**src/rtl/tdpc_pkg.sv**
```systemverilog
`timescale 1ns / 1ps
`default_nettype none
// ----------------------------------------------------------------------------
// tdpc_pkg: shared constants and types of the trial-division prime counter
// defaults, field widths and the command/status bundles between control and data
// ----------------------------------------------------------------------------
package tdpc_pkg;

    localparam int NUM_WIDTH_DEF = 32;       // default internal number width
    localparam int CAND_W        = 32;       // candidate field width
    localparam int SEED_W        = 32;       // root_seed register width
    localparam int RES_W         = 32;       // root_used / prime_count widths
    localparam int S_TDATA_W     = 32;       // candidate
    localparam int S_TUSER_W     = 1;        // restart
    localparam int M_TDATA_W     = 72;       // is_prime, root_used, prime_count, pad

    localparam logic [SEED_W-1:0] ROOT_SEED_RESET = 32'd65535;

    // commands from the controller to the datapath
    typedef struct packed {
        logic load;        // capture candidate, apply restart
        logic div_start;   // launch the divider
        logic div_trial;   // divisor is the trial divisor, else the root
        logic root_upd;    // store babylonian step, set up trial loop
        logic j_step;      // advance trial divisor by two
        logic composite;   // divisor found
        logic finish;      // update count, load output register
    } tdpc_cmd_t;

    // status from the datapath to the controller
    typedef struct packed {
        logic div_done;    // divider result ready this cycle
        logic rem_zero;    // divider remainder is zero
        logic j_gt_limit;  // trial divisor beyond the limit
        logic j_last;      // no further odd divisor within the limit
        logic out_free;    // output register can take a result
    } tdpc_sts_t;

endpackage
`default_nettype wire

```
**src/rtl/tdpc_div.sv**
```systemverilog
`timescale 1ns / 1ps
`default_nettype none
// ----------------------------------------------------------------------------
// tdpc_div: iterative restoring divider
// one quotient bit per cycle, done pulses after NUM_WIDTH steps
// ----------------------------------------------------------------------------
module tdpc_div #(
    parameter int NUM_WIDTH = tdpc_pkg::NUM_WIDTH_DEF
) (
    input  wire logic                 clk,
    input  wire logic                 rst_n,
    input  wire logic                 start,
    input  wire logic [NUM_WIDTH-1:0] dividend,
    input  wire logic [NUM_WIDTH-1:0] divisor,
    output logic                      done,
    output logic [NUM_WIDTH-1:0]      quotient,
    output logic [NUM_WIDTH-1:0]      remainder
);

    localparam int CNT_W = $clog2(NUM_WIDTH + 1);

    logic [NUM_WIDTH-1:0] rem_reg;
    logic [NUM_WIDTH-1:0] quo_reg;
    logic [NUM_WIDTH-1:0] dvs_reg;
    logic [CNT_W-1:0]     cnt_reg;
    logic                 busy_reg;
    logic                 done_reg;

    logic [NUM_WIDTH:0]   rem_shift;
    logic [NUM_WIDTH+1:0] diff;
    logic [NUM_WIDTH-1:0] rem_next;
    logic [NUM_WIDTH-1:0] quo_next;

    assign rem_shift = {rem_reg, quo_reg[NUM_WIDTH-1]};
    assign diff      = {1'b0, rem_shift} - {2'b00, dvs_reg};

    always_comb
    begin
        if (diff[NUM_WIDTH+1])
        begin
            rem_next = rem_shift[NUM_WIDTH-1:0];
            quo_next = {quo_reg[NUM_WIDTH-2:0], 1'b0};
        end
        else
        begin
            rem_next = diff[NUM_WIDTH-1:0];
            quo_next = {quo_reg[NUM_WIDTH-2:0], 1'b1};
        end
    end

    always_ff @(posedge clk or negedge rst_n)
    begin
        if (!rst_n)
        begin
            busy_reg <= 1'b0;
            done_reg <= 1'b0;
            cnt_reg  <= '0;
        end
        else
        begin
            done_reg <= 1'b0;
            if (start)
            begin
                busy_reg <= 1'b1;
                cnt_reg  <= CNT_W'(NUM_WIDTH);
            end
            else if (busy_reg)
            begin
                cnt_reg <= cnt_reg - CNT_W'(1);
                if (cnt_reg == CNT_W'(1))
                begin
                    busy_reg <= 1'b0;
                    done_reg <= 1'b1;
                end
            end
        end
    end

    always_ff @(posedge clk)
    begin
        if (start)
        begin
            rem_reg <= '0;
            quo_reg <= dividend;
            dvs_reg <= divisor;
        end
        else if (busy_reg)
        begin
            rem_reg <= rem_next;
            quo_reg <= quo_next;
        end
    end

    assign done      = done_reg;
    assign quotient  = quo_reg;
    assign remainder = rem_reg;

endmodule
`default_nettype wire

```
**src/rtl/tdpc_datapath.sv**
```systemverilog
`timescale 1ns / 1ps
`default_nettype none
// ----------------------------------------------------------------------------
// tdpc_datapath: number registers, divider and output register
// holds root estimate, trial divisor, limit and prime count
// ----------------------------------------------------------------------------
module tdpc_datapath #(
    parameter int NUM_WIDTH = tdpc_pkg::NUM_WIDTH_DEF
) (
    input  wire logic                           clk,
    input  wire logic                           rst_n,
    input  wire logic                           cfg_valid,
    input  wire logic [tdpc_pkg::SEED_W-1:0]    cfg_data,
    input  wire logic [tdpc_pkg::S_TDATA_W-1:0] s_tdata,
    input  wire logic [tdpc_pkg::S_TUSER_W-1:0] s_tuser,
    input  wire tdpc_pkg::tdpc_cmd_t            cmd,
    output tdpc_pkg::tdpc_sts_t                 sts,
    output logic                                m_tvalid,
    input  wire logic                           m_tready,
    output logic [tdpc_pkg::M_TDATA_W-1:0]      m_tdata
);

    localparam int NW = NUM_WIDTH;
    localparam int RW = tdpc_pkg::RES_W;
    localparam logic [NW-1:0] ROOT_RESET = NW'(tdpc_pkg::ROOT_SEED_RESET);
    localparam logic [NW-1:0] ONE = {{(NW-1){1'b0}}, 1'b1};
    localparam logic [NW-1:0] TWO = {{(NW-2){1'b0}}, 2'b10};
    localparam logic [NW-1:0] THREE = {{(NW-2){1'b0}}, 2'b11};

    logic [tdpc_pkg::SEED_W-1:0] seed_reg;
    logic [NW-1:0] n_reg;
    logic [NW-1:0] root_reg;
    logic [NW-1:0] limit_reg;
    logic [NW-1:0] j_reg;
    logic [NW-1:0] count_reg;
    logic          prime_reg;
    logic          out_valid_reg;
    logic          out_prime_reg;
    logic [RW-1:0] out_root_reg;
    logic [RW-1:0] out_count_reg;

    logic [NW+31:0] cand_ext;
    logic [NW+31:0] seed_ext;
    logic [NW-1:0]  cand_n;
    logic [NW-1:0]  seed_n;
    logic [NW-1:0]  r_eff;
    logic [NW-1:0]  root_next;
    logic [NW-1:0]  limit_next;
    logic [NW-1:0]  count_next;
    logic [NW+31:0] root_out_ext;
    logic [NW+31:0] count_out_ext;
    logic [NW-1:0]  div_divisor;
    logic           div_done;
    logic [NW-1:0]  div_quo;
    logic [NW-1:0]  div_rem;

    // width adaption to and from the 32-bit fields
    assign cand_ext      = {{NW{1'b0}}, s_tdata};
    assign seed_ext      = {{NW{1'b0}}, seed_reg};
    assign cand_n        = cand_ext[NW-1:0];
    assign seed_n        = seed_ext[NW-1:0];
    assign root_out_ext  = {32'd0, root_reg};
    assign count_out_ext = {32'd0, count_next};

    // a zero estimate divides as one
    assign r_eff       = (root_reg == '0) ? ONE : root_reg;
    assign div_divisor = cmd.div_trial ? j_reg : r_eff;

    tdpc_div #(
        .NUM_WIDTH (NW)
    ) u_div (
        .clk       (clk),
        .rst_n     (rst_n),
        .start     (cmd.div_start),
        .dividend  (n_reg),
        .divisor   (div_divisor),
        .done      (div_done),
        .quotient  (div_quo),
        .remainder (div_rem)
    );

    // babylonian step without overflow, then the trial limit
    assign root_next  = (r_eff >> 1) + (div_quo >> 1)
                      + {{(NW-1){1'b0}}, r_eff[0] & div_quo[0]};
    assign limit_next = (n_reg != '0 && n_reg < root_next) ? n_reg : root_next;
    assign count_next = (prime_reg && count_reg != '1) ? count_reg + ONE : count_reg;

    always_ff @(posedge clk or negedge rst_n)
    begin
        if (!rst_n)
        begin
            seed_reg      <= tdpc_pkg::ROOT_SEED_RESET;
            root_reg      <= ROOT_RESET;
            count_reg     <= '0;
            out_valid_reg <= 1'b0;
        end
        else
        begin
            if (cfg_valid)
                seed_reg <= cfg_data;
            if (cmd.load && s_tuser[0])
            begin
                root_reg  <= seed_n;
                count_reg <= '0;
            end
            else if (cmd.root_upd)
                root_reg <= root_next;
            else if (cmd.finish)
                count_reg <= count_next;
            if (cmd.finish)
                out_valid_reg <= 1'b1;
            else if (m_tready)
                out_valid_reg <= 1'b0;
        end
    end

    always_ff @(posedge clk)
    begin
        if (cmd.load)
            n_reg <= cand_n;
        if (cmd.root_upd)
        begin
            limit_reg <= limit_next;
            j_reg     <= THREE;
            prime_reg <= 1'b1;
        end
        else
        begin
            if (cmd.j_step)
                j_reg <= j_reg + TWO;
            if (cmd.composite)
                prime_reg <= 1'b0;
        end
        if (cmd.finish)
        begin
            out_prime_reg <= prime_reg;
            out_root_reg  <= root_out_ext[RW-1:0];
            out_count_reg <= count_out_ext[RW-1:0];
        end
    end

    assign sts.div_done   = div_done;
    assign sts.rem_zero   = (div_rem == '0);
    assign sts.j_gt_limit = (j_reg > limit_reg);
    assign sts.j_last     = ((limit_reg - j_reg) < TWO);
    assign sts.out_free   = !out_valid_reg || m_tready;

    assign m_tvalid = out_valid_reg;
    assign m_tdata  = {7'd0, out_count_reg, out_root_reg, out_prime_reg};

endmodule
`default_nettype wire

```
**src/rtl/tdpc_ctrl.sv**
```systemverilog
`timescale 1ns / 1ps
`default_nettype none
// ----------------------------------------------------------------------------
// tdpc_ctrl: sequencer of the prime counter
// root step, then one trial division per odd divisor, then result hand-off
// ----------------------------------------------------------------------------
module tdpc_ctrl (
    input  wire logic                clk,
    input  wire logic                rst_n,
    input  wire logic                s_tvalid,
    output logic                     s_tready,
    input  wire tdpc_pkg::tdpc_sts_t sts,
    output tdpc_pkg::tdpc_cmd_t      cmd
);

    typedef enum logic [2:0] {
        ST_IDLE,
        ST_ROOT_GO,
        ST_ROOT_WAIT,
        ST_ROOT_UPD,
        ST_CHECK,
        ST_TRIAL,
        ST_FINISH
    } state_t;

    state_t state_reg;
    state_t state_next;

    always_comb
    begin
        state_next = state_reg;
        cmd        = '0;
        case (state_reg)
            ST_IDLE:
            begin
                if (s_tvalid)
                begin
                    cmd.load   = 1'b1;
                    state_next = ST_ROOT_GO;
                end
            end
            ST_ROOT_GO:
            begin
                cmd.div_start = 1'b1;
                state_next    = ST_ROOT_WAIT;
            end
            ST_ROOT_WAIT:
            begin
                if (sts.div_done)
                    state_next = ST_ROOT_UPD;
            end
            ST_ROOT_UPD:
            begin
                cmd.root_upd = 1'b1;
                state_next   = ST_CHECK;
            end
            ST_CHECK:
            begin
                cmd.div_trial = 1'b1;
                if (sts.j_gt_limit)
                    state_next = ST_FINISH;
                else
                begin
                    cmd.div_start = 1'b1;
                    state_next    = ST_TRIAL;
                end
            end
            ST_TRIAL:
            begin
                cmd.div_trial = 1'b1;
                if (sts.div_done)
                begin
                    if (sts.rem_zero)
                    begin
                        cmd.composite = 1'b1;
                        state_next    = ST_FINISH;
                    end
                    else if (sts.j_last)
                        state_next = ST_FINISH;
                    else
                    begin
                        cmd.j_step = 1'b1;
                        state_next = ST_CHECK;
                    end
                end
            end
            ST_FINISH:
            begin
                if (sts.out_free)
                begin
                    cmd.finish = 1'b1;
                    state_next = ST_IDLE;
                end
            end
            default:
            begin
                state_next = ST_IDLE;
            end
        endcase
    end

    always_ff @(posedge clk or negedge rst_n)
    begin
        if (!rst_n)
            state_reg <= ST_IDLE;
        else
            state_reg <= state_next;
    end

    assign s_tready = (state_reg == ST_IDLE);

endmodule
`default_nettype wire

```
**src/rtl/trial_division_prime_counter.sv**
```systemverilog
`timescale 1ns / 1ps
`default_nettype none
// ----------------------------------------------------------------------------
// trial_division_prime_counter: primality test by odd trial division
// babylonian root update per candidate, saturating count of primes
// ----------------------------------------------------------------------------
//  channel  | direction | payload
//  ---------+-----------+--------------------------------------------------
//  cfg      | in        | cfg_data: root_seed (32)
//  s_axis   | in        | tdata: candidate (32); tuser: restart (1)
//  m_axis   | out       | tdata: is_prime (1), root_used (32), prime_count (32)
//
//  one item at a time; the shared iterative divider sets the pace. an item
//  takes one division for the root step plus one for each odd divisor tried,
//  up to (root - 1) / 2 divisors. reset is asynchronous, active low; the seed
//  returns to 65535 and the count to zero. a stalled result holds in the
//  output register, the next item is taken meanwhile and waits at its end
//  for the register to free up.
// ----------------------------------------------------------------------------
module trial_division_prime_counter #(
    parameter int NUM_WIDTH = tdpc_pkg::NUM_WIDTH_DEF
) (
    input  wire logic                           clk,
    input  wire logic                           rst_n,
    // configuration write, always ready
    input  wire logic                           cfg_valid,
    output logic                                cfg_ready,
    input  wire logic [tdpc_pkg::SEED_W-1:0]    cfg_data,   // [31:0] root_seed
    // candidate items
    input  wire logic                           s_tvalid,
    output logic                                s_tready,
    input  wire logic [tdpc_pkg::S_TDATA_W-1:0] s_tdata,    // [31:0] candidate
    input  wire logic [tdpc_pkg::S_TUSER_W-1:0] s_tuser,    // [0] restart
    // result items
    output logic                                m_tvalid,
    input  wire logic                           m_tready,
    // [0] is_prime, [32:1] root_used, [64:33] prime_count, [71:65] zero
    output logic [tdpc_pkg::M_TDATA_W-1:0]      m_tdata
);

    tdpc_pkg::tdpc_cmd_t cmd;
    tdpc_pkg::tdpc_sts_t sts;

    // seed register takes a write every cycle
    assign cfg_ready = 1'b1;

    // sequencer: accepts items and steps the datapath
    tdpc_ctrl u_ctrl (
        .clk      (clk),
        .rst_n    (rst_n),
        .s_tvalid (s_tvalid),
        .s_tready (s_tready),
        .sts      (sts),
        .cmd      (cmd)
    );

    // numbers, divider and output register
    tdpc_datapath #(
        .NUM_WIDTH (NUM_WIDTH)
    ) u_datapath (
        .clk       (clk),
        .rst_n     (rst_n),
        .cfg_valid (cfg_valid),
        .cfg_data  (cfg_data),
        .s_tdata   (s_tdata),
        .s_tuser   (s_tuser),
        .cmd       (cmd),
        .sts       (sts),
        .m_tvalid  (m_tvalid),
        .m_tready  (m_tready),
        .m_tdata   (m_tdata)
    );

endmodule
`default_nettype wire

```
**config.mk**
```make
export PLATFORM = sky130hd
export DESIGN_NAME = trial_division_prime_counter
export DESIGN_NICKNAME = d
export VERILOG_FILES = /design/src/rtl/tdpc_pkg.sv /design/src/rtl/tdpc_div.sv /design/src/rtl/tdpc_datapath.sv /design/src/rtl/tdpc_ctrl.sv /design/src/rtl/trial_division_prime_counter.sv
export SDC_FILE = /design/constraint.sdc
export NUM_CORES = 1
export LEC_CHECK = 0
export ABC_AREA = 1
export BUFFER_PORTS_ARGS = -buffer_cell sky130_fd_sc_hd__buf_2
export CAP_MARGIN = 20
export CELL_PAD_IN_SITES_DETAIL_PLACEMENT = 1
export CELL_PAD_IN_SITES_GLOBAL_PLACEMENT = 1
export CORE_MARGIN = 2
export CORE_UTILIZATION = 50
export CTS_BUF_LIST = sky130_fd_sc_hd__clkbuf_4
export DETAILED_ROUTE_END_ITERATION = 12
export MAX_ROUTING_LAYER = met4
export PLACE_DENSITY_LB_ADDON = 0.1
export RECOVER_POWER = 25
export SLEW_MARGIN = 20
export SYNTH_ARGS = -nofsm -noshare
export SYNTH_HDL_FRONTEND = slang
export SYNTH_SLANG_ARGS = --single-unit
```
**constraint.sdc**
```tcl
create_clock -name clk -period 10.8 [get_ports clk]
set_input_delay 2.16 -clock clk [delete_from_list [all_inputs] [get_ports clk]]
set_output_delay 2.16 -clock clk [all_outputs]
set_load 0.01 [all_outputs]
```
==> results of run 1 <==
-- metal layers --
metal | GRT usage | vias up
met5 | - | -
met4 | 0.143 | 0
met3 | 0.0647 | 155
met2 | 0.583 | 817
met1 | 0.495 | 10900
li1 | - | 10200
-- cells in the mapped netlist (all sizes together), types with 53 or more instances --
| master | instances |
|---|---|
| nand4 | 74 |
| xor2 | 93 |
| inv | 466 |
| a21oi | 159 |
| nor2 | 197 |
| nand2 | 849 |
| clkbuf | 88 |
| dfxtp | 64 |
| o21ai | 173 |
| dfrtp | 76 |
| edfxtp | 193 |
| ha | 128 |
| nand3 | 123 |
| nor3 | 53 |
-- power breakdown --
part	switching, W	internal [W]	leakage (nW)
clock	0.000655	0.000661	0.782
combinational	0.00374	0.00172	7.53
sequential	0.000381	0.00215	3.65
-- cells by family (layout without fill, tap and decap cells) --
kind of cell | Yosys count | in the layout
AOI/OAI and AO/OA | 461 | 461
other | 2 | 17
DFF | 365 | 365
and+or+nand+nor | 1348 | 1348
xor gates and xnor gates | 114 | 114
adders and majority gates | 132 | 132
buffers and inverters | 586 | 817
-- final timing paths --
kind / end / slack [ns] / from / cells after the start
min in group asynchronous: u_datapath.count_reg[23] / 2.02 / rst_n / 1
max in group asynchronous: u_datapath.count_reg[3] / 6.82 / rst_n / 2
min reg2reg: u_datapath.u_div.remainder[19] / 0.48 / u_datapath.u_div.remainder[19] / 2
min: u_datapath.u_div.remainder[19] / 0.48 / u_datapath.u_div.remainder[19] / 2
max: u_datapath.limit_reg[0] / 3.70 / u_datapath.root_reg[24] / 34
max reg2reg: u_datapath.limit_reg[0] / 3.70 / u_datapath.root_reg[24] / 34
-- critical path: cells and delay by family, from the launching register on --
family	cells	cell delay [ns]
AND/OR/NAND/NOR	15	2.71
buffers and inverters	6	0.74
flip-flops	1	0.40
adder cells (fa/ha/maj)	3	0.87
AO/OA/AOI/OAI	10	1.95
-- metrics by stage --
| stage | std cells | setup WS, ns | instance area [um^2] | power, W |
|---|---|---|---|---|
| 3_5_place_dp | 3656 | 3.96 | 24200 | 0.00785 |
| 4_1_cts | 3844 | 3.78 | 25500 | 0.00922 |
| 2_1_floorplan | 3014 | 5.81 | 23100 | 0.00608 |
| 6_report | 3854 | 3.70 | 25500 | 0.00932 |
| 3_3_place_gp | 3656 | 4.24 | 24200 | 0.00757 |
| 5_1_grt | 3853 | 3.09 | 25500 | 0.0100 |
-- area by class of cell --
type | count | area, um^2
fillers | 5849 | 20000
multi-input cells | 2063 | 11000
flip-flops and latches | 365 | 9820
inverters | 468 | 1760
clock buffers | 148 | 1110
repair buffers | 161 | 845
well taps | 600 | 751
clock inverters | 40 | 214
diodes | 9 | 22.5
==> metrics, run 1 <==
count of vias placed by the detailed router 22100; max-capacitance violation count 6; pin count of the biggest net entering global routing 70; total track usage 0.376; H-tree depth 3; Core Region 45500 um^2; dpl hpwl 66600 um; total setup buffers inserted after CTS 0; reported leakage power 12.0 nW; number of DRC violations after detailed-routing iteration 0 1767; multiplexer fraction of the synthesized cell area 0; area growth from synthesis to layout 10.7%; Most common cell on crit path sky130_fd_sc_hd__nand2_1; metal2 WL 39700 um; CTS clk-pin slew, worst paths 0.07 ns; wire length of the first global-routing pass 133000 um; number of global-route vias before repair 22800; Simple-Gate Fraction of Synth Area 0.244; slowest cell delay on critical path 0.74 ns; ratio of routed vias to standard cells 5.74; count of instances resized after the clock tree is built 0; ranking of synthesized cells by area sky130_fd_sc_hd__edfxtp_1 (25%), sky130_fd_sc_hd__nand2_1 (14%), sky130_fd_sc_hd__dfrtp_1 (8.2%); WL per Instance 22.5 um; clock tree from TritonCTS yes; xor-xnor portion of the synthesized cell area 0.0433; adder-cell area share of the yosys netlist 0.0729; unrepaired setup endpoints after global routing no; # port buffers 136; Mean Syn Cell Area 7.67 um^2; Final ANT Viol Nets 0; Top-Level Pins 145; met1 wire length 38000 um; Die X-Extent 219 um; post-detailed-routing wire length 86800 um; wire length on met3 6210 um; post-layout min period 7.10 ns; Critical-path top delay cell sky130_fd_sc_hd__nand2_1; type of origin of the critical path flip-flop; portion of synthesized cell area occupied by the leading cell type 0.251; cell area power density 365 nW/um^2; NumNets Final 3360; Post-Route Utilization 0.561; result of the run complete, but fails checks; combinational family with the most area after synthesis simple AND/OR/NAND/NOR gates; endpoint kind of the worst setup timing path flip-flop; worst skew pair latency 0.92 ns; share of the clock period used by the worst path 0.657; cts bufs inserted 99; CTS sink count 365; number of antenna violations at the first check in global routing 9; setup_tns 0 ns; first-pass detailed-route iteration total 6; last weighted congestion value of the routability-driven placer 1.02; final-layout worst hold slack 0.480 ns; category of the critical setup timing path flip-flop to flip-flop; maximum resistive drop on vdd 0.203 mV; standard-cell rows 78; Setup violations, final 0; Post-CTS Hold Buffers 0; YS warnings 0; share of flip-flops with an asynchronous set or reset after synthesis 0.296; worst-case headroom to the max-slew limit -1.03; most frequent standard cell in the layout excluding fill and tap cells sky130_fd_sc_hd__nand2_1; class of the most critical hold timing path flip-flop to flip-flop; summed instance area of the synthesized netlist 23100 um^2; fraction of layout cells with a size suffix above 1 0.108; Initial Util 0.507; highest metal layer used by the detailed router met4; worst-path maximum fanout 33; top cell type by total area after synthesis sky130_fd_sc_hd__edfxtp_1; upper clock frequency limit 141 MHz; EDFF count, synth 193; arrival time of data at the critical path endpoint 7.64 ns; maximum clock insertion buffer count 3; most frequent cells in the layout sky130_fd_sc_hd__nand2_1 (846), sky130_fd_sc_hd__inv_1 (464), sky130_fd_sc_hd__nor2_1 (193), sky130_fd_sc_hd__edfxtp_1 (193), sky130_fd_sc_hd__o21ai_0 (165); Max Slew Vio Count 281; final number of hold-violating endpoints 0; Worst Clk Skew 0.101 ns; most instantiated flip-flop cell in the synthesis netlist sky130_fd_sc_hd__edfxtp_1; total of flip-flops plus latches after synthesis 365; Die H 219 um; synthesized netlist cell count 3008; DRC viols 0; Worst-Margin Slew 3.05 ns; share of synthesized area occupied by flip-flops and latches 0.426; WP data required 11.34 ns; gr ovfl total 0; failing checks capacitance limit, slew limit; compound-cell area share of the yosys netlist 0.114; library cells used by synthesis 55; clock tree root buffer cell sky130_fd_sc_hd__clkbuf_4; Die Area 47900 um^2
(Power assumes the default switching activity.)
==> run 2, diff against run 1 <==
--- a/config.mk
+++ b/config.mk
@@ -11,7 +11,7 @@
 export CELL_PAD_IN_SITES_DETAIL_PLACEMENT = 1
 export CELL_PAD_IN_SITES_GLOBAL_PLACEMENT = 1
 export CORE_MARGIN = 2
-export CORE_UTILIZATION = 50
+export CORE_UTILIZATION = 43
 export CTS_BUF_LIST = sky130_fd_sc_hd__clkbuf_4
 export DETAILED_ROUTE_END_ITERATION = 12
 export MAX_ROUTING_LAYER = met4
==> constraint.sdc (replaced) <==
create_clock -name clk -period 5.88 [get_ports clk]
set_input_delay 1.176 -clock clk [delete_from_list [all_inputs] [get_ports clk]]
set_output_delay 1.176 -clock clk [all_outputs]
set_load 0.01 [all_outputs]
==> metrics, run 2 (synthesis gave the netlist of run 1 again) <==
clock tree root buffer cell sky130_fd_sc_hd__clkbuf_4; number of global-route vias before repair 22500 (-1.3%); number of antenna violations at the first check in global routing 7 (-2); count of vias placed by the detailed router 21700 (-2.0%); Final ANT Viol Nets 0 (unchanged); CTS sink count 365 (unchanged); dpl cell area 24400 um^2 (+0.70%); final-layout worst hold slack 0.468 ns (-0.0118 ns); Die X-Extent 236 um (+7.7%); post-detailed-routing wire length 88400 um (+1.8%); last weighted congestion value of the routability-driven placer 0.985 (-3.5%); final number of hold-violating endpoints 0 (unchanged); power share of the sequential group 0.269 (-0.003); met1 Usage GRT 0.421 (-0.0738); ratio of routed vias to standard cells 5.49 (-4.3%); NetSw 0.00891 W (+86%); post-layout min period 5.44 ns (-1.66 ns); result of the run complete, but fails checks; H-tree depth 3 (unchanged); CTS clk-pin slew, worst paths 0.07 ns (about the same); Max Slew Vio Count 132 (-53%); first-pass detailed-route iteration total 5 (-1); slowest cell delay on critical path 0.43 ns (-0.31 ns); part of the total power dissipated in the clock network 0.137 (-0.004); number of DRC violations after detailed-routing iteration 0 1420 (-20%); most frequent standard cell in the layout excluding fill and tap cells sky130_fd_sc_hd__nand2_1; sw frac 0.514 (+0.000838); endpoint kind of the worst setup timing path flip-flop; standard-cell rows 84 (+7.7%); combinational group share of total power 0.594 (+0.007); dpl hpwl 69900 um (+4.8%); met3 layer usage reported by global route 0.0729 (+0.00821); gr ovfl total 0 (unchanged); Post-Route Utilization 0.488 (-0.0728); class of the most critical hold timing path flip-flop to flip-flop; cell area power density 673 nW/um^2 (+84%); maximum resistive drop on vdd 0.327 mV (+61%); share of the clock period used by the worst path 0.925 (+0.268); Die Area 55500 um^2 (+16%); WL per Instance 22.4 um (-0.64%); Die H 236 um (+7.7%); WP data required 6.59 ns (-4.75 ns); Worst-Margin Slew 3.78 ns (+0.733 ns); total track usage 0.327 (-0.0491); DRC viols 0 (unchanged); worst-case headroom to the max-slew limit -1.52 (-0.489); reported leakage power 12.0 nW (+0.47%); Internal Power 0.00843 W (+86%); Core Region 52800 um^2 (+16%); pin count of the biggest net entering global routing 82 (+17%); fraction of layout cells with a size suffix above 1 0.116 (+0.00858); category of the critical setup timing path flip-flop to flip-flop; Top-Level Pins 145 (unchanged); Most common cell on crit path sky130_fd_sc_hd__nand2_1; wire length of the first global-routing pass 134000 um (+1.0%); worst-path maximum fanout 31 (-6.1%); type of origin of the critical path flip-flop; Finished Layout Cells 3949 (+2.5%); most frequent cells in the layout sky130_fd_sc_hd__nand2_1 (844), sky130_fd_sc_hd__inv_1 (464), sky130_fd_sc_hd__edfxtp_1 (193), sky130_fd_sc_hd__nor2_1 (192), sky130_fd_sc_hd__o21ai_0 (162); Critical-path top delay cell sky130_fd_sc_hd__a2111oi_2; Setup violations, final 0 (unchanged); max-capacitance violation count 2 (-4); Initial Util 0.437 (-0.0700); failing checks capacitance limit, slew limit; # port buffers 136 (unchanged); Non-Filler Cell Area, Final 25800 um^2 (+0.96%); pre-CTS setup slack -0.146 ns (-4.11 ns); Worst Clk Skew 0.0692 ns (-0.0315 ns); arrival time of data at the critical path endpoint 6.16 ns (-1.48 ns); maximum clock insertion buffer count 3 (unchanged); GR met2 Demand/Resource 0.500 (-0.0829); clock tree from TritonCTS yes; post-placement cell count 3752 (+2.6%); cts bufs inserted 101 (+2.0%); upper clock frequency limit 184 MHz (+30%); worst skew pair latency 0.88 ns (-0.04 ns); area growth from synthesis to layout 11.7%; NumNets Final 3371 (+0.33%); final critical-path setup slack 0.438 ns (-3.26 ns); global routing's busiest layer met2
==> run 2: cell count changes in the layout (fill, tap and decap cells not counted), moves of 3 or more <==
cell / previous run / this run
sky130_fd_sc_hd__clkinv_2: 5 / 8
sky130_fd_sc_hd__dfstp_2: 16 / 19
sky130_fd_sc_hd__diode_2: 9 / 6
sky130_fd_sc_hd__dfstp_1: 16 / 13
sky130_fd_sc_hd__o21ai_0: 165 / 162
sky130_fd_sc_hd__buf_4: 20 / 26
sky130_fd_sc_hd__o21ai_2: 1 / 4
==> run 2: worst paths after layout <==
path                                               from                          end  slack [ns]  cells past startpoint
worst max-delay path            u_datapath.root_reg[11]     u_datapath.limit_reg[13]        0.44                     33
min in group asynchronous                         rst_n     u_datapath.count_reg[13]        1.58                      1
worst min register to register  u_datapath.root_reg[28]  u_datapath.out_root_reg[28]        0.47                      0
worst min-delay path            u_datapath.root_reg[28]  u_datapath.out_root_reg[28]        0.47                      0
worst max register to register  u_datapath.root_reg[11]     u_datapath.limit_reg[13]        0.44                     33
max in group asynchronous                         rst_n  u_datapath.u_div.cnt_reg[2]        1.57                      2
==> run 2: power by group through the flow <==
stage | clock [W] | sequential [W] | combinational (W)
after detailed placement | 0 | 0.00470 | 0.0101
after CTS | 0.00242 | 0.00466 | 0.0101
after global placement | 0 | 0.00466 | 0.00973
after global routing | 0.00256 | 0.00472 | 0.0115
final | 0.00237 | 0.00466 | 0.0103
after floorplan | 0 | 0.00439 | 0.00678
==> run 2: cell type report <==
class | instances | area [um^2]
well taps | 688 | 861
clock buffers | 147 | 1100
multi-input cells | 2063 | 11100
fillers | 6724 | 27000
inverters | 468 | 1760
flip-flops and latches | 365 | 9820
repair buffers | 170 | 945
diodes | 6 | 15.0
clock inverters | 42 | 201
==> run 2: repair_timing <==
action / 4_1_cts / 5_1_grt
resized for setup: 3 / 16
setup endpoints to repair: 32 / 32
cloned: 0 / 0
setup buffers: 0 / 1
pin swaps: 0 / 3
hold buffers: 0 / 0
==> run 2: metrics by stage <==
stage | TNS (ns) | total power [W]
finish | 0 | 0.0173
global route | -0.0255 | 0.0188
CTS | 0 | 0.0172
detailed placement | -3.36 | 0.0147
global placement | 0 | 0.0144
floorplan | 0 | 0.0112
==> run 2: metal layers <==
layer  wire, um  up-vias
met5          0        -
met4       3670        0
met3       5600      174
met2      39500      643
met1      39600    10600
li1           -    10200
==> run 2: worst max-delay path: cells and delay by family, from the launching register on <==
kind	cells	cell delay [ns]
compound gates	9	1.62
buf+inv	6	0.69
flops	1	0.40
fa+ha+maj	3	0.84
simple gates	15	1.75
==> run 3, diff against run 2 <==
--- a/config.mk
+++ b/config.mk
@@ -10,9 +10,11 @@
 export CAP_MARGIN = 20
 export CELL_PAD_IN_SITES_DETAIL_PLACEMENT = 1
 export CELL_PAD_IN_SITES_GLOBAL_PLACEMENT = 1
+export CORE_ASPECT_RATIO = 1.5
 export CORE_MARGIN = 2
 export CORE_UTILIZATION = 43
 export CTS_BUF_LIST = sky130_fd_sc_hd__clkbuf_4
+export CTS_CLUSTER_SIZE = 20
 export DETAILED_ROUTE_END_ITERATION = 12
 export MAX_ROUTING_LAYER = met4
 export PLACE_DENSITY_LB_ADDON = 0.1
==> metrics, run 3 (synthesis gave the netlist of run 1 again) <==
most frequent cells in the layout sky130_fd_sc_hd__nand2_1 (846), sky130_fd_sc_hd__inv_1 (464), sky130_fd_sc_hd__edfxtp_1 (193), sky130_fd_sc_hd__nor2_1 (192), sky130_fd_sc_hd__o21ai_0 (165); worst skew pair latency 0.91 ns (+0.03 ns); first-pass detailed-route iteration total 5 (unchanged); pin count of the biggest net entering global routing 82 (unchanged); share of the clock period used by the worst path 0.914 (-0.0112); NumNets Final 3389 (+0.53%); arrival time of data at the critical path endpoint 5.95 ns (-0.21 ns); endpoint kind of the worst setup timing path flip-flop; worst-path maximum fanout 21 (-32%); CTS sink count 365 (unchanged); total setup buffers inserted after CTS 0 (unchanged); Hold Path End u_datapath.n_reg[1]; slowest cell delay on critical path 0.43 ns (about the same); failing checks capacitance limit, slew limit; final number of hold-violating endpoints 0 (unchanged); gr ovfl total 0 (unchanged); fraction of layout cells with a size suffix above 1 0.118 (+0.00141); class of the most critical hold timing path input pin to flip-flop; count of vias placed by the detailed router 21600 (-0.41%); WP data required 6.45 ns (-0.14 ns); ratio of routed vias to standard cells 5.45 (-0.69%); Initial Util 0.432 (-0.00484); cell area power density 675 nW/um^2 (+0.33%); count of cells along the worst register-to-register path 35 (+6.1%); clock tree from TritonCTS yes; last weighted congestion value of the routability-driven placer 0.984 (-0.14%); Die X-Extent 193 um (-18%); source of the worst hold timing path s_tdata[1]; Non-Filler Cell Area, Final 25900 um^2 (+0.39%); Worst-Margin Slew 3.41 ns (-0.376 ns); reported leakage power 12.1 nW (+0.77%); total track usage 0.329 (+0.00143); Max Slew Vio Count 126 (-4.5%); # port buffers 136 (unchanged); number of fillers in the final layout 6792 (+1.0%); worst-case headroom to the max-slew limit -1.27 (+0.251); upper clock frequency limit 186 MHz (+1.2%); Die H 288 um (+22%); wire length of the first global-routing pass 133000 um (-1.3%); number of antenna violations at the first check in global routing 6 (-1); DRC viols 0 (unchanged); dpl cell area 24600 um^2 (+0.84%); Die Area 55500 um^2 (about the same); most frequent standard cell in the layout excluding fill and tap cells sky130_fd_sc_hd__nand2_1; area growth from synthesis to layout 12.2%; WL per Instance 22.1 um (-1.4%); H-tree depth 3 (unchanged); destination of the worst register-to-register timing path u_datapath.limit_reg[24]; max-capacitance violation count 2 (unchanged); dpl hpwl 69600 um (-0.39%); setup_tns 0 ns (unchanged); maximum clock insertion buffer count 3 (unchanged); Final Total Pwr 0.0175 W (+0.72%); post-layout min period 5.38 ns (-0.0659 ns); Worst Clk Skew 0.0877 ns (+0.0185 ns); type of origin of the critical path flip-flop; Setup violations, final 0 (unchanged); clock tree root buffer cell sky130_fd_sc_hd__clkbuf_4; post-detailed-routing wire length 87400 um (-1.1%); Critical-path top delay cell sky130_fd_sc_hd__dfstp_1; Cells on Worst Hold Path 1 (+1); CTS clk-pin slew, worst paths 0.08 ns (about the same); unrepaired setup endpoints after global routing no; standard-cell rows 104 (+24%); maximum resistive drop on vdd 0.333 mV (+1.9%); cts bufs inserted 93 (-7.9%); Final ANT Viol Nets 0 (unchanged); Post-Route Utilization 0.485 (-0.00353); number of DRC violations after detailed-routing iteration 0 1088 (-23%); Top-Level Pins 145 (unchanged); number of global-route vias before repair 22800 (+1.5%); category of the critical setup timing path flip-flop to flip-flop; Reg-to-Reg Start u_datapath.root_reg[1]; R2R setup slack 0.50 ns (+0.07 ns); Most common cell on crit path sky130_fd_sc_hd__nand2_1; Core Region 53400 um^2 (+1.1%); result of the run complete, but fails checks
[run 3: timing repair]
| item | 4_1_cts | 5_1_grt |
|---|---|---|
| resized for setup | 0 | 4 |
| hold buffers | 0 | 0 |
| setup endpoints to repair | 0 | 32 |
[run 3: worst max path at each step]
stage	slack (ns)	from	endpoint
6_report	0.50	u_datapath.root_reg[1]	u_datapath.limit_reg[24]
5_1_grt	0.03	u_datapath.root_reg[1]	u_datapath.limit_reg[14]
4_1_cts	0.27	u_datapath.root_reg[25]	u_datapath.limit_reg[24]
3_5_place_dp	0.38	u_datapath.root_reg[25]	u_datapath.limit_reg[24]
3_3_place_gp	0.71	u_datapath.root_reg[25]	u_datapath.limit_reg[20]
2_1_floorplan	1.11	u_datapath.root_reg[2]	u_datapath.limit_reg[20]
[run 3: cell type report]
type	count	area [um^2]	area share
multi-input cells	2063	11000	0.427
flip-flops and latches	365	9820	0.380
inverters	468	1760	0.0679
repair buffers	196	1120	0.0435
clock buffers	134	1010	0.0389
well taps	689	862	0.0333
clock inverters	41	255	0.00987
diodes	4	10.0	0.000387
[run 3: report_power, final]
| group | total, W | internal [W] | switching [W] |
|---|---|---|---|
| logic | 0.0105 | 0.00354 | 0.00694 |
| registers | 0.00466 | 0.00395 | 0.000705 |
| clock network | 0.00231 | 0.00113 | 0.00119 |
| total | 0.0175 | 0.00862 | 0.00884 |
[run 3: per-layer routing]
| metal | track usage | wire length [um] | part of all wire |
|---|---|---|---|
| met1 | 0.367 | 34800 | 0.40 |
| met5 | - | 0 | 0 |
| met2 | 0.570 | 44700 | 0.51 |
| met3 | 0.0386 | 2980 | 0.034 |
| met4 | 0.173 | 4870 | 0.056 |
[run 3: critical path: cells and delay by family (launching register included)]
| family | cells | cell delay (ns) |
|---|---|---|
| and+or+nand+nor | 17 | 1.71 |
| AOI/OAI and AO/OA | 9 | 1.42 |
| adders and majority gates | 3 | 0.84 |
| buffers and inverters | 6 | 0.63 |
| DFF | 1 | 0.43 |
[run 3: metrics by stage]
stage / setup WS, ns / cells / hold slack (ns)
after CTS: 0.273 / 3955 / 0.303
final: 0.504 / 3960 / 0.448
after global placement: 0.713 / 3780 / 0.459
after global routing: 0.0285 / 3960 / 0.403
after floorplan: 1.11 / 3014 / 0.423
after detailed placement: 0.383 / 3780 / 0.472
